[config.mk]
export PLATFORM = sky130hd
export DESIGN_NAME = dle_etx_packet_deframer_unit
export DESIGN_NICKNAME = d
export VERILOG_FILES = /design/src/hw/rtl/dep_pkg.sv /design/src/hw/rtl/dep_front.sv /design/src/hw/rtl/dep_queue.sv /design/src/hw/rtl/dep_back.sv /design/src/hw/rtl/dle_etx_packet_deframer_unit.sv
export SDC_FILE = /design/constraint.sdc
export NUM_CORES = 1
export LEC_CHECK = 0
export BUFFER_PORTS_ARGS = -buffer_cell sky130_fd_sc_hd__buf_2
export CORE_MARGIN = 2
export CORE_UTILIZATION = 25
export DETAILED_ROUTE_END_ITERATION = 10
export GPL_TIMING_DRIVEN = 1
export PLACE_DENSITY = 0.42
export SETUP_SLACK_MARGIN = 0.1
export SYNTH_ARGS = -nofsm -noshare
export SYNTH_HDL_FRONTEND = slang
export SYNTH_SLANG_ARGS = --single-unit
[constraint.sdc]
create_clock -name clk -period 4.2 [get_ports clk]
set_clock_uncertainty 0.2 [all_clocks]
set_input_delay 0.63 -clock clk [delete_from_list [all_inputs] [get_ports clk]]
set_output_delay 0.63 -clock clk [all_outputs]
set_load 0.01 [all_outputs]
[src/hw/rtl/dep_pkg.sv]
`default_nettype none

package dep_pkg;

  localparam int DEP_BUFFER_BYTES = 512;
  localparam int DEP_QUEUE_DEPTH  = 2;

  localparam logic [7:0] DLE_CODE = 8'h10;
  localparam logic [7:0] ETX_CODE = 8'h03;

  localparam int POS_W = 9;
  localparam int LEN_W = 10;
  localparam int TS_W  = 64;

  typedef enum logic [1:0] {
    KIND_BYTE  = 2'd0,
    KIND_DONE  = 2'd1,
    KIND_ABORT = 2'd2
  } kind_t;

  typedef enum logic [1:0] {
    OP_BYTE  = 2'd0,
    OP_ETX   = 2'd1,
    OP_ABORT = 2'd2
  } op_t;

  // One classified input item, as handed from the front to the back.
  typedef struct packed {
    op_t                op;
    logic [7:0]         data;
    logic [POS_W-1:0]   pos;
    logic [LEN_W-1:0]   len;
    logic [TS_W-1:0]    stime;
  } cmd_t;

endpackage

`default_nettype wire

[src/hw/rtl/dep_front.sv]
`default_nettype none

module dep_front
  import dep_pkg::*;
#(
  parameter int BUFFER_BYTES = DEP_BUFFER_BYTES
) (
  input  wire logic            clk,
  input  wire logic            rst,
  input  wire logic            in_valid,
  output logic                 in_ready,
  input  wire logic [7:0]      in_byte,
  input  wire logic [TS_W-1:0] timestamp,
  input  wire logic            q_full,
  output logic                 push,
  output cmd_t                 push_cmd
);

  localparam int CNT_W = $clog2(BUFFER_BYTES);
  localparam logic [CNT_W-1:0] LIMIT = CNT_W'(BUFFER_BYTES - 2);

  logic             in_packet, in_packet_next;
  logic             after_dle, after_dle_next;
  logic [CNT_W-1:0] byte_count, byte_count_next;
  logic [TS_W-1:0]  packet_start_time, packet_start_time_next;
  logic             accept;
  logic [CNT_W:0]   len_full;

  assign in_ready = !q_full;
  assign accept   = in_valid && in_ready;
  assign len_full = {1'b0, byte_count} + (CNT_W+1)'(2);

  always_comb begin
    in_packet_next         = in_packet;
    after_dle_next         = after_dle;
    byte_count_next        = byte_count;
    packet_start_time_next = packet_start_time;
    push                   = 1'b0;
    push_cmd.op            = OP_BYTE;
    push_cmd.data          = in_byte;
    push_cmd.pos           = POS_W'(byte_count);
    push_cmd.len           = '0;
    push_cmd.stime         = '0;
    if (accept && (in_packet || in_byte == DLE_CODE)) begin
      if (byte_count >= LIMIT) begin
        // drop the packet and report the overflow
        in_packet_next  = 1'b0;
        after_dle_next  = 1'b0;
        byte_count_next = '0;
        push            = 1'b1;
        push_cmd.op     = OP_ABORT;
        push_cmd.data   = '0;
        push_cmd.pos    = '0;
      end else if (!in_packet) begin
        in_packet_next         = 1'b1;
        after_dle_next         = 1'b0;
        packet_start_time_next = timestamp;
        byte_count_next        = CNT_W'(1);
        push                   = 1'b1;
        push_cmd.pos           = '0;
      end else if (in_byte == DLE_CODE) begin
        if (after_dle) begin
          after_dle_next  = 1'b0;
          byte_count_next = byte_count + CNT_W'(1);
          push            = 1'b1;
        end else begin
          after_dle_next = 1'b1;
        end
      end else if (in_byte == ETX_CODE && after_dle) begin
        push            = 1'b1;
        push_cmd.op     = OP_ETX;
        push_cmd.len    = LEN_W'(len_full);
        push_cmd.stime  = packet_start_time;
        byte_count_next = len_full[CNT_W-1:0];
        in_packet_next  = 1'b0;
        after_dle_next  = 1'b0;
      end else begin
        after_dle_next  = 1'b0;
        byte_count_next = byte_count + CNT_W'(1);
        push            = 1'b1;
      end
    end
  end

  always_ff @(posedge clk) begin
    if (rst) begin
      in_packet         <= 1'b0;
      after_dle         <= 1'b0;
      byte_count        <= '0;
      packet_start_time <= '0;
    end else begin
      in_packet         <= in_packet_next;
      after_dle         <= after_dle_next;
      byte_count        <= byte_count_next;
      packet_start_time <= packet_start_time_next;
    end
  end

endmodule

`default_nettype wire

[src/hw/rtl/dep_queue.sv]
`default_nettype none

module dep_queue
  import dep_pkg::*;
(
  input  wire logic clk,
  input  wire logic rst,
  input  wire logic push,
  input  cmd_t      push_cmd,
  input  wire logic pop,
  output logic      full,
  output logic      not_empty,
  output cmd_t      head
);

  localparam int PTR_W = (DEP_QUEUE_DEPTH > 1) ? $clog2(DEP_QUEUE_DEPTH) : 1;
  localparam int CNT_W = $clog2(DEP_QUEUE_DEPTH + 1);
  localparam logic [CNT_W-1:0] FULL_CNT = CNT_W'(DEP_QUEUE_DEPTH);
  localparam logic [PTR_W-1:0] LAST_PTR = PTR_W'(DEP_QUEUE_DEPTH - 1);

  cmd_t             mem [DEP_QUEUE_DEPTH];
  logic [PTR_W-1:0] wr_ptr, rd_ptr;
  logic [CNT_W-1:0] fill;

  assign full      = (fill == FULL_CNT);
  assign not_empty = (fill != '0);
  assign head      = mem[rd_ptr];

  always_ff @(posedge clk) begin
    if (push) begin
      mem[wr_ptr] <= push_cmd;
    end
  end

  always_ff @(posedge clk) begin
    if (rst) begin
      wr_ptr <= '0;
      rd_ptr <= '0;
      fill   <= '0;
    end else begin
      if (push) begin
        wr_ptr <= (wr_ptr == LAST_PTR) ? '0 : wr_ptr + PTR_W'(1);
      end
      if (pop) begin
        rd_ptr <= (rd_ptr == LAST_PTR) ? '0 : rd_ptr + PTR_W'(1);
      end
      case ({push, pop})
        2'b10:   fill <= fill + CNT_W'(1);
        2'b01:   fill <= fill - CNT_W'(1);
        default: fill <= fill;
      endcase
    end
  end

endmodule

`default_nettype wire

[src/hw/rtl/dep_back.sv]
`default_nettype none

module dep_back
  import dep_pkg::*;
(
  input  wire logic         clk,
  input  wire logic         rst,
  input  wire logic         q_valid,
  input  cmd_t              head,
  output logic              pop,
  output logic              out_valid,
  input  wire logic         out_ready,
  output logic [7:0]        out_byte,
  output logic [POS_W-1:0]  position,
  output logic [1:0]        kind,
  output logic [LEN_W-1:0]  packet_length,
  output logic [TS_W-1:0]   start_time,
  output logic              last
);

  // second half of a DLE ETX pair
  logic  etx_phase;
  logic  take;
  kind_t kind_sel;

  assign out_valid = q_valid;
  assign take      = out_valid && out_ready;
  assign pop       = take && (head.op != OP_ETX || etx_phase);
  assign kind      = kind_sel;

  always_comb begin
    out_byte      = head.data;
    position      = head.pos;
    kind_sel      = KIND_BYTE;
    packet_length = '0;
    start_time    = '0;
    last          = 1'b1;
    case (head.op)
      OP_ETX: begin
        if (etx_phase) begin
          out_byte      = ETX_CODE;
          position      = head.pos + POS_W'(1);
          kind_sel      = KIND_DONE;
          packet_length = head.len;
          start_time    = head.stime;
        end else begin
          out_byte = DLE_CODE;
          last     = 1'b0;
        end
      end
      OP_ABORT: begin
        out_byte = '0;
        position = '0;
        kind_sel = KIND_ABORT;
      end
      default: begin
      end
    endcase
  end

  always_ff @(posedge clk) begin
    if (rst) begin
      etx_phase <= 1'b0;
    end else if (take && head.op == OP_ETX) begin
      etx_phase <= !etx_phase;
    end
  end

endmodule

`default_nettype wire

[src/hw/rtl/dle_etx_packet_deframer_unit.sv]
`default_nettype none
// DLE/ETX packet deframer.
// Input stream (s_axis_*): one received serial byte per item with its 64-bit
// arrival timestamp. Output stream (m_axis_*): unstuffed packet bytes,
// including the opening DLE and the closing DLE ETX, each with its position
// in the packet. m_axis_tuser carries the kind (0 packet byte, 1 final ETX
// of a complete packet, 2 packet dropped by overflow); m_axis_tlast marks
// the last result caused by one input item.
// A front stage classifies each item and updates the framing state in the
// cycle it is accepted, then pushes at most one command into a two-entry
// queue. The back stage expands a command into one result, or two for DLE ETX.
// An accepted item's command is registered in the queue, and results are
// driven from its head. Throughput: one item per cycle while the queue is not
// full; a DLE ETX gives two results, so the queue fill sets when s_axis_tready drops.
// Reset (rst, synchronous) empties the queue and leaves the block outside a
// packet with a zero byte count. When the receiver stalls, results wait in
// the queue and s_axis_tready falls once both entries are taken; no item is
// lost or repeated.

module dle_etx_packet_deframer_unit
  import dep_pkg::*;
#(
  parameter int BUFFER_BYTES = DEP_BUFFER_BYTES
) (
  input  wire logic        clk,
  input  wire logic        rst,
  input  wire logic        s_axis_tvalid,
  output logic             s_axis_tready,
  input  wire logic [71:0] s_axis_tdata,   // in_byte[7:0], timestamp[71:8]
  output logic             m_axis_tvalid,
  input  wire logic        m_axis_tready,
  // out_byte[7:0], position[16:8], packet_length[26:17], start_time[90:27], zero[95:91]
  output logic [95:0]      m_axis_tdata,
  output logic [1:0]       m_axis_tuser,   // kind[1:0]
  output logic             m_axis_tlast    // last
);

  logic             push;
  cmd_t             push_cmd;
  logic             q_full;
  logic             q_valid;
  cmd_t             head;
  logic             pop;
  logic [7:0]       out_byte;
  logic [POS_W-1:0] position;
  logic [LEN_W-1:0] packet_length;
  logic [TS_W-1:0]  start_time;

  // classify input items and track framing state
  dep_front #(
    .BUFFER_BYTES(BUFFER_BYTES)
  ) u_front (
    .clk      (clk),
    .rst      (rst),
    .in_valid (s_axis_tvalid),
    .in_ready (s_axis_tready),
    .in_byte  (s_axis_tdata[7:0]),
    .timestamp(s_axis_tdata[71:8]),
    .q_full   (q_full),
    .push     (push),
    .push_cmd (push_cmd)
  );

  // decouple front from back
  dep_queue u_queue (
    .clk      (clk),
    .rst      (rst),
    .push     (push),
    .push_cmd (push_cmd),
    .pop      (pop),
    .full     (q_full),
    .not_empty(q_valid),
    .head     (head)
  );

  // expand commands into output items
  dep_back u_back (
    .clk          (clk),
    .rst          (rst),
    .q_valid      (q_valid),
    .head         (head),
    .pop          (pop),
    .out_valid    (m_axis_tvalid),
    .out_ready    (m_axis_tready),
    .out_byte     (out_byte),
    .position     (position),
    .kind         (m_axis_tuser),
    .packet_length(packet_length),
    .start_time   (start_time),
    .last         (m_axis_tlast)
  );

  assign m_axis_tdata = {5'd0, start_time, packet_length, position, out_byte};

endmodule

`default_nettype wire
==> flow_summary.json, run 1 <==
{
  "run_status": "finished clean",
  "grt_pass1_wl_um": 44400,
  "die_area_um2": 46900,
  "cp_slowest_stage_delay_ns": 0.83,
  "synth_seq_area_share_pct": 63.8,
  "synthTopCellsByCount": "edfxtp_1, nand2_1, nor2_1",
  "vias_per_cell": 4.26,
  "r2r_cells": 7,
  "dr.first_iter.drc_count": 307,
  "timing.final.crit_period_ns": 3.75,
  "tns_ns": 0,
  "final_cells": 1742,
  "synth_top_flop_cell": "edfxtp_1",
  "worst-path-stages": 6,
  "cts_tree": "built",
  "cts.clk_slew.worst_paths_ns": 0.06,
  "die_y_um": 217,
  "yosysTopAreaCellShare_pct": 49.4,
  "grt_usage_pct": 12.3,
  "critical_path_class": "flip-flop to primary output",
  "layout_setup_ws_ns": 0.446,
  "start_kind": "flip-flop",
  "portBuffers": 171,
  "pre_cts_slack_ns": 0.544,
  "vias": 7416,
  "synth_cell_types": 52,
  "dr.pass1.iters": 4,
  "drtAntennaViolNets": 0,
  "start_util_pct": 25.4,
  "core.rowCount": 77,
  "syn2layout_area_growth_pct": 22.0,
  "hold_viol": 0,
  "clock_latency_ns": 0.57,
  "placed_cells": 1684,
  "syn_avg_cell_area_um2": 11.8,
  "critPathBufInv": 2,
  "placed_area_um2": 12800,
  "synth-edff-count": 186,
  "synth_most_common_cell": "edfxtp_1",
  "drive_gt1_share_pct": 23.2,
  "fin_util_pct": 31.0,
  "fin_crit_sh_pct": 89.4,
  "drc": 0,
  "power.density_nw_per_um2": 393,
  "first_global_vias": 7547,
  "dp_hpwl_um": 18900,
  "antenna_found_initial": 3,
  "crit_slowest_cell": "buf_4",
  "layout.nets": 1207,
  "dieWidth_um": 217,
  "whs_path_depth": 3,
  "syn-cell-area_um2": 11300,
  "worstPathMaxFanout": 51,
  "hold_path_class": "input port to flip-flop",
  "setup_viol": 0,
  "worstPathRequired_ns": 3.37,
  "core_area_um2": 44400,
  "cp.arrival_ns": 2.92,
  "synth.largest_area_cell": "edfxtp_1",
  "grt_max_degree": 63,
  "leakage_nw": 4.53,
  "cts_inserted_buffers": 30,
  "postCtsSetupRepairBufs": 0,
  "gp_congestion": 0.785,
  "synth_area_leaders": "edfxtp_1, dfxtp_1, mux2i_1, nand2_1, and2_1",
  "yosysWarnings": 0,
  "tightest_slew_ns": 1.15,
  "n_fill_cell": 4576,
  "stdcell_area_um2": 13800,
  "io_pins": 177,
  "cp_cell_sequence": "buf_4 > mux2_2 > nand4_1 > xnor2_1 > nor2_1 > buf_2",
  "finalWirelength_um": 29400,
  "ys_ff_latch": 267,
  "cts_sinks": 267,
  "grt_overflow": 0,
  "final_max_slew_viol_count": 0,
  "h-tree-depth": 1,
  "worst_slew_margin_rel_pct": 22.1,
  "wl_per_cell_um": 16.9,
  "root_buffer": "clkbuf_16",
  "clockBufferDepth": 3,
  "syn_inst": 954,
  "rsz0062_at_grt": "no",
  "critPathTopFamily": "buffers and inverters",
  "async_reset_ff_share_pct": 0,
  "vdd_drop_max_mv": 0.277,
  "end_kind": "primary output",
  "fmax_ghz": 0.266,
  "max_cap_viol_count": 0
}
## power breakdown
group | internal, mW | switching (mW) | total (mW)
registers | 2.79 | 0.00169 | 2.79
clock network | 1.49 | 1.05 | 2.54
logic | 0.0358 | 0.0539 | 0.0897
## tightest hold or removal path: stages
cell and delay [ns]:
buf_2 0.09, nand2_1 0.05, a21oi_1 0.05
## per-layer routing
layer / track usage, % / routed length, um / vias to the layer above
met5: 0 / 41 / -
met4: 3.06 / 597 / 6
met3: 2.64 / 1570 / 43
met2: 21.1 / 13900 / 159
met1: 15.8 / 13400 / 3522
li1: - / - / 3686
## final timing paths
kind	startpoint	to	slack, ns
min	s_axis_tdata[45]	u_front.packet_start_time[37]$_SDFFE_PP0P_	0.10
max	flip-flop	m_axis_tdata[16]	0.45
max reg2reg	u_front.byte_count[1]$_SDFFE_PP0P_	u_queue.mem[1][58]$_DFFE_PP_	1.16
min reg2reg	u_front.packet_start_time[33]$_SDFFE_PP0P_	u_front.packet_start_time[33]$_SDFFE_PP0P_	0.24
## cells in the final DEF, fill, tap and decap left out, types with 3 or more instances in the layout
master     instances
a31oi_1            4
a21oi_1           59
buf_12             6
nand3_1           11
o31ai_1            5
or3_1              4
nor2b_1           14
a21oi_2           16
nand2_1          140
clkbuf_16         30
nand4_1            5
conb_1             7
clkinv_2           5
nor4_1             3
nand2b_1           3
and2_1            75
xnor2_1           11
xor2_1             8
buf_4             14
nand3b_1           3
nor2_1           107
a2111oi_0          3
mux2i_1           88
clkbuf_1           8
mux2_2             6
o21ai_0           11
dfxtp_1           80
buf_2            170
clkinv_1           8
inv_1             10
ha_1               7
edfxtp_1         186
bufinv_16          3
## flip-flops by register name, summed over array words and instances (netlist names), named ones only
signal,flops
u_back.etx_phase,1
u_queue.fill,2
u_front.byte_count,9
u_front.in_packet,1
u_front.packet_start_time,64
u_front.after_dle,1
u_queue.rd_ptr,1
u_queue.wr_ptr,1
u_queue.mem,186
## cell families (layout without fill, tap and decap cells)
| logic type | after synthesis | count (layout) | share of synthesized area (%) |
|---|---|---|---|
| AOI/OAI and AO/OA | 110 | 110 | 6.03 |
| xor gates and xnor gates | 19 | 19 | 1.47 |
| adders and majority gates | 7 | 7 | 0.775 |
| buffers and inverters | 70 | 258 | 3.33 |
| DFF | 267 | 267 | 63.8 |
| muxes | 94 | 94 | 8.40 |
| other | 1 | 9 | 0.0332 |
| and+or+nand+nor | 386 | 386 | 16.2 |
## final cells by class
class / count / area, um2 / area share, %
sequential: 267 / 7210 / 52.3
antenna: 2 / 5.00 / 0.0363
timing repair buffer: 190 / 1080 / 7.81
multi-input combinational: 623 / 3750 / 27.2
tap: 592 / 741 / 5.37
clock inverter: 18 / 170 / 1.23
inverter: 12 / 48.8 / 0.354
clock buffer: 38 / 781 / 5.66
## repair_timing
action,in CTS,in global routing
resized for setup,0,1
endpoints found under the setup margin,0,1
hold endpoints to repair,0,0
hold buffers,0,0
## per-stage QoR
stage / hold WS (ns) / total power, mW
final: 0.103 / 5.41
after global routing: 0.0848 / 5.61
after CTS: 0.0747 / 5.50
after detailed placement: 0.239 / 2.94
after global placement: 0.234 / 2.93
after floorplan: 0.227 / 2.88
Power figures use the tool's default switching activity.
==> inputs of run 2 (changes only) <==
PLACE_DENSITY = 0.43   (was 0.42)
==> run 2 against run 1 <==
First-iteration DRC count up 4.2%; utilization about the same; cell count is 0.17% higher; critical endpoint is now m_axis_tdata[11]; largest power group unchanged.
==> flow_summary.json, run 2 (synthesized netlist as in run 1, its figures left out) <==
{
  "run_status": "finished clean",
  "setup_viol": 0,
  "reg_top3": "u_queue.mem x186, u_front.packet_start_time x64, u_front.byte_count x9",
  "cp_cell_sequence": "mux2i_1 > inv_1 > ha_1 > nor2b_1 > and3_1 > nand2_1 > xor2_1 > a211oi_1 > buf_2",
  "clockBufferDepth": 3,
  "r2r_start": "u_front.byte_count[0]$_SDFFE_PP0P_",
  "drtAntennaViolNets": 0,
  "clock_latency_ns": 0.57,
  "r2r_cells": 11,
  "finalWirelength_um": 29300,
  "dieWidth_um": 217,
  "whs_path_depth": 3,
  "cts_sinks": 267,
  "core_area_um2": 44400,
  "die_y_um": 217,
  "die_area_um2": 46900,
  "worstPathMaxFanout": 6,
  "grt_pass1_wl_um": 44500,
  "vdd_drop_max_mv": 0.254,
  "grt_max_degree": 78,
  "crit_slowest_cell": "nor2b_1",
  "dr.first_iter.drc_count": 320,
  "vias": 7430,
  "grt_overflow": 0,
  "rsz0062_at_grt": "no",
  "dp_hpwl_um": 18400,
  "timing.final.crit_period_ns": 3.73,
  "critical_path_class": "flip-flop to primary output",
  "holdWs_ns": 0.100,
  "min_from": "s_axis_tdata[9]",
  "cp.arrival_ns": 2.90,
  "antenna_found_initial": 5,
  "power.density_nw_per_um2": 392,
  "gp_congestion": 0.798,
  "h-tree-depth": 1,
  "drc": 0,
  "postCtsSetupRepairBufs": 0,
  "placed_cells": 1684,
  "syn2layout_area_growth_pct": 21.9,
  "wl_per_cell_um": 16.8,
  "cts_tree": "built",
  "cts.clk_slew.worst_paths_ns": 0.06,
  "worstPathRequired_ns": 3.37,
  "largest_register_ffs": 186,
  "max_cap_viol_count": 0,
  "tns_ns": 0,
  "critPathTopFamily": "simple AND/OR/NAND/NOR gates",
  "worst-r2r-setup-slack_ns": 1.03,
  "worst_slew_margin_rel_pct": 26.8,
  "cts_inserted_buffers": 31,
  "portBuffers": 171,
  "cp_slowest_stage_delay_ns": 0.38,
  "start_kind": "flip-flop",
  "final_max_slew_viol_count": 0,
  "n_fill_cell": 4603,
  "layout.nets": 1208,
  "hold_path_end": "u_front.packet_start_time[1]$_SDFFE_PP0P_",
  "first_global_vias": 7594,
  "hold_viol": 0,
  "start_util_pct": 25.4,
  "critPathBufInv": 2,
  "cts_hold_buf": 0,
  "top_register": "u_queue.mem",
  "io_pins": 177,
  "root_buffer": "clkbuf_16",
  "vias_per_cell": 4.26,
  "final_cells": 1745,
  "layout_commonest_cell": "edfxtp_1",
  "final_cell_mix": "edfxtp_1, buf_2, nand2_1, nor2_1, mux2i_1",
  "leakage_nw": 4.53,
  "reg2reg_to": "u_queue.fill[1]$_SDFFE_PP0P_",
  "fmax_ghz": 0.268,
  "cts_resized": 0,
  "fin_util_pct": 31.0,
  "hold_path_class": "input port to flip-flop",
  "end_kind": "primary output",
  "grt_usage_pct": 12.4,
  "fin_crit_sh_pct": 88.7,
  "dr.pass1.iters": 4,
  "tightest_slew_ns": 1.10,
  "drive_gt1_share_pct": 23.6,
  "core.rowCount": 77
}
run 2: cell types whose count changed in the layout (fill, tap and decap cells not counted), moves of 2 or more:
cell       delta
bufinv_16     -2
clkinv_2      +4
clkbuf_8      +3
clkinv_1      -5
run 2: worst max-delay path by stage:
stage	cells past startpoint	endpoint	start
2_1_floorplan	11	m_axis_tdata[11]	flip-flop
4_1_cts	5	m_axis_tdata[6]	flip-flop
3_3_place_gp	7	u_front.packet_start_time[60]$_SDFFE_PP0P_	s_axis_tdata[2]
6_report	9	m_axis_tdata[11]	flip-flop
5_1_grt	9	m_axis_tdata[11]	flip-flop
3_5_place_dp	7	u_front.packet_start_time[59]$_SDFFE_PP0P_	s_axis_tdata[2]
run 2: layer usage:
layer | up-vias | part of all wire [%] | global-route usage [%]
met5 | - | 0.099 | 0
li1 | 3690 | - | -
met3 | 54 | 4.8 | 2.71
met1 | 3536 | 45 | 15.8
met2 | 144 | 48 | 21.1
met4 | 6 | 2.5 | 3.40
run 2: per-stage QoR:
step           area, um2  power, mW  setup WS [ns]
2_1_floorplan      11300       2.88          0.289
3_3_place_gp       12800       2.93          0.741
3_5_place_dp       12800       2.93          0.716
4_1_cts            13800       5.50          0.396
5_1_grt            13800       5.62          0.264
6_report           13800       5.41          0.473
run 2: report_power, final:
group	internal (mW)	switching [mW]	total (mW)
logic	0.0357	0.0508	0.0865
registers	2.79	0.00125	2.79
clock network	1.47	1.07	2.53
total	4.29	1.12	5.41
run 2: worst reg2reg max path: cells and delay by family, from the launching register on:
| family | cells | cell delay [ns] |
|---|---|---|
| DFF | 1 | 0.46 |
| AOI/OAI and AO/OA | 3 | 0.40 |
| adders and majority gates | 2 | 0.52 |
| buffers and inverters | 3 | 0.55 |
| and+or+nand+nor | 3 | 0.95 |
run 2: layout make-up:
class                   instances  area, um2  area share (%)
flip-flops and latches        267       7210            52.3
multi-input cells             623       3750            27.2
repair buffers                190       1060            7.72
clock buffers                  43        851            6.18
well taps                     592        741            5.38
clock inverters                15        103           0.745
inverters                      12       48.8           0.354
diodes                          3       7.51          0.0545
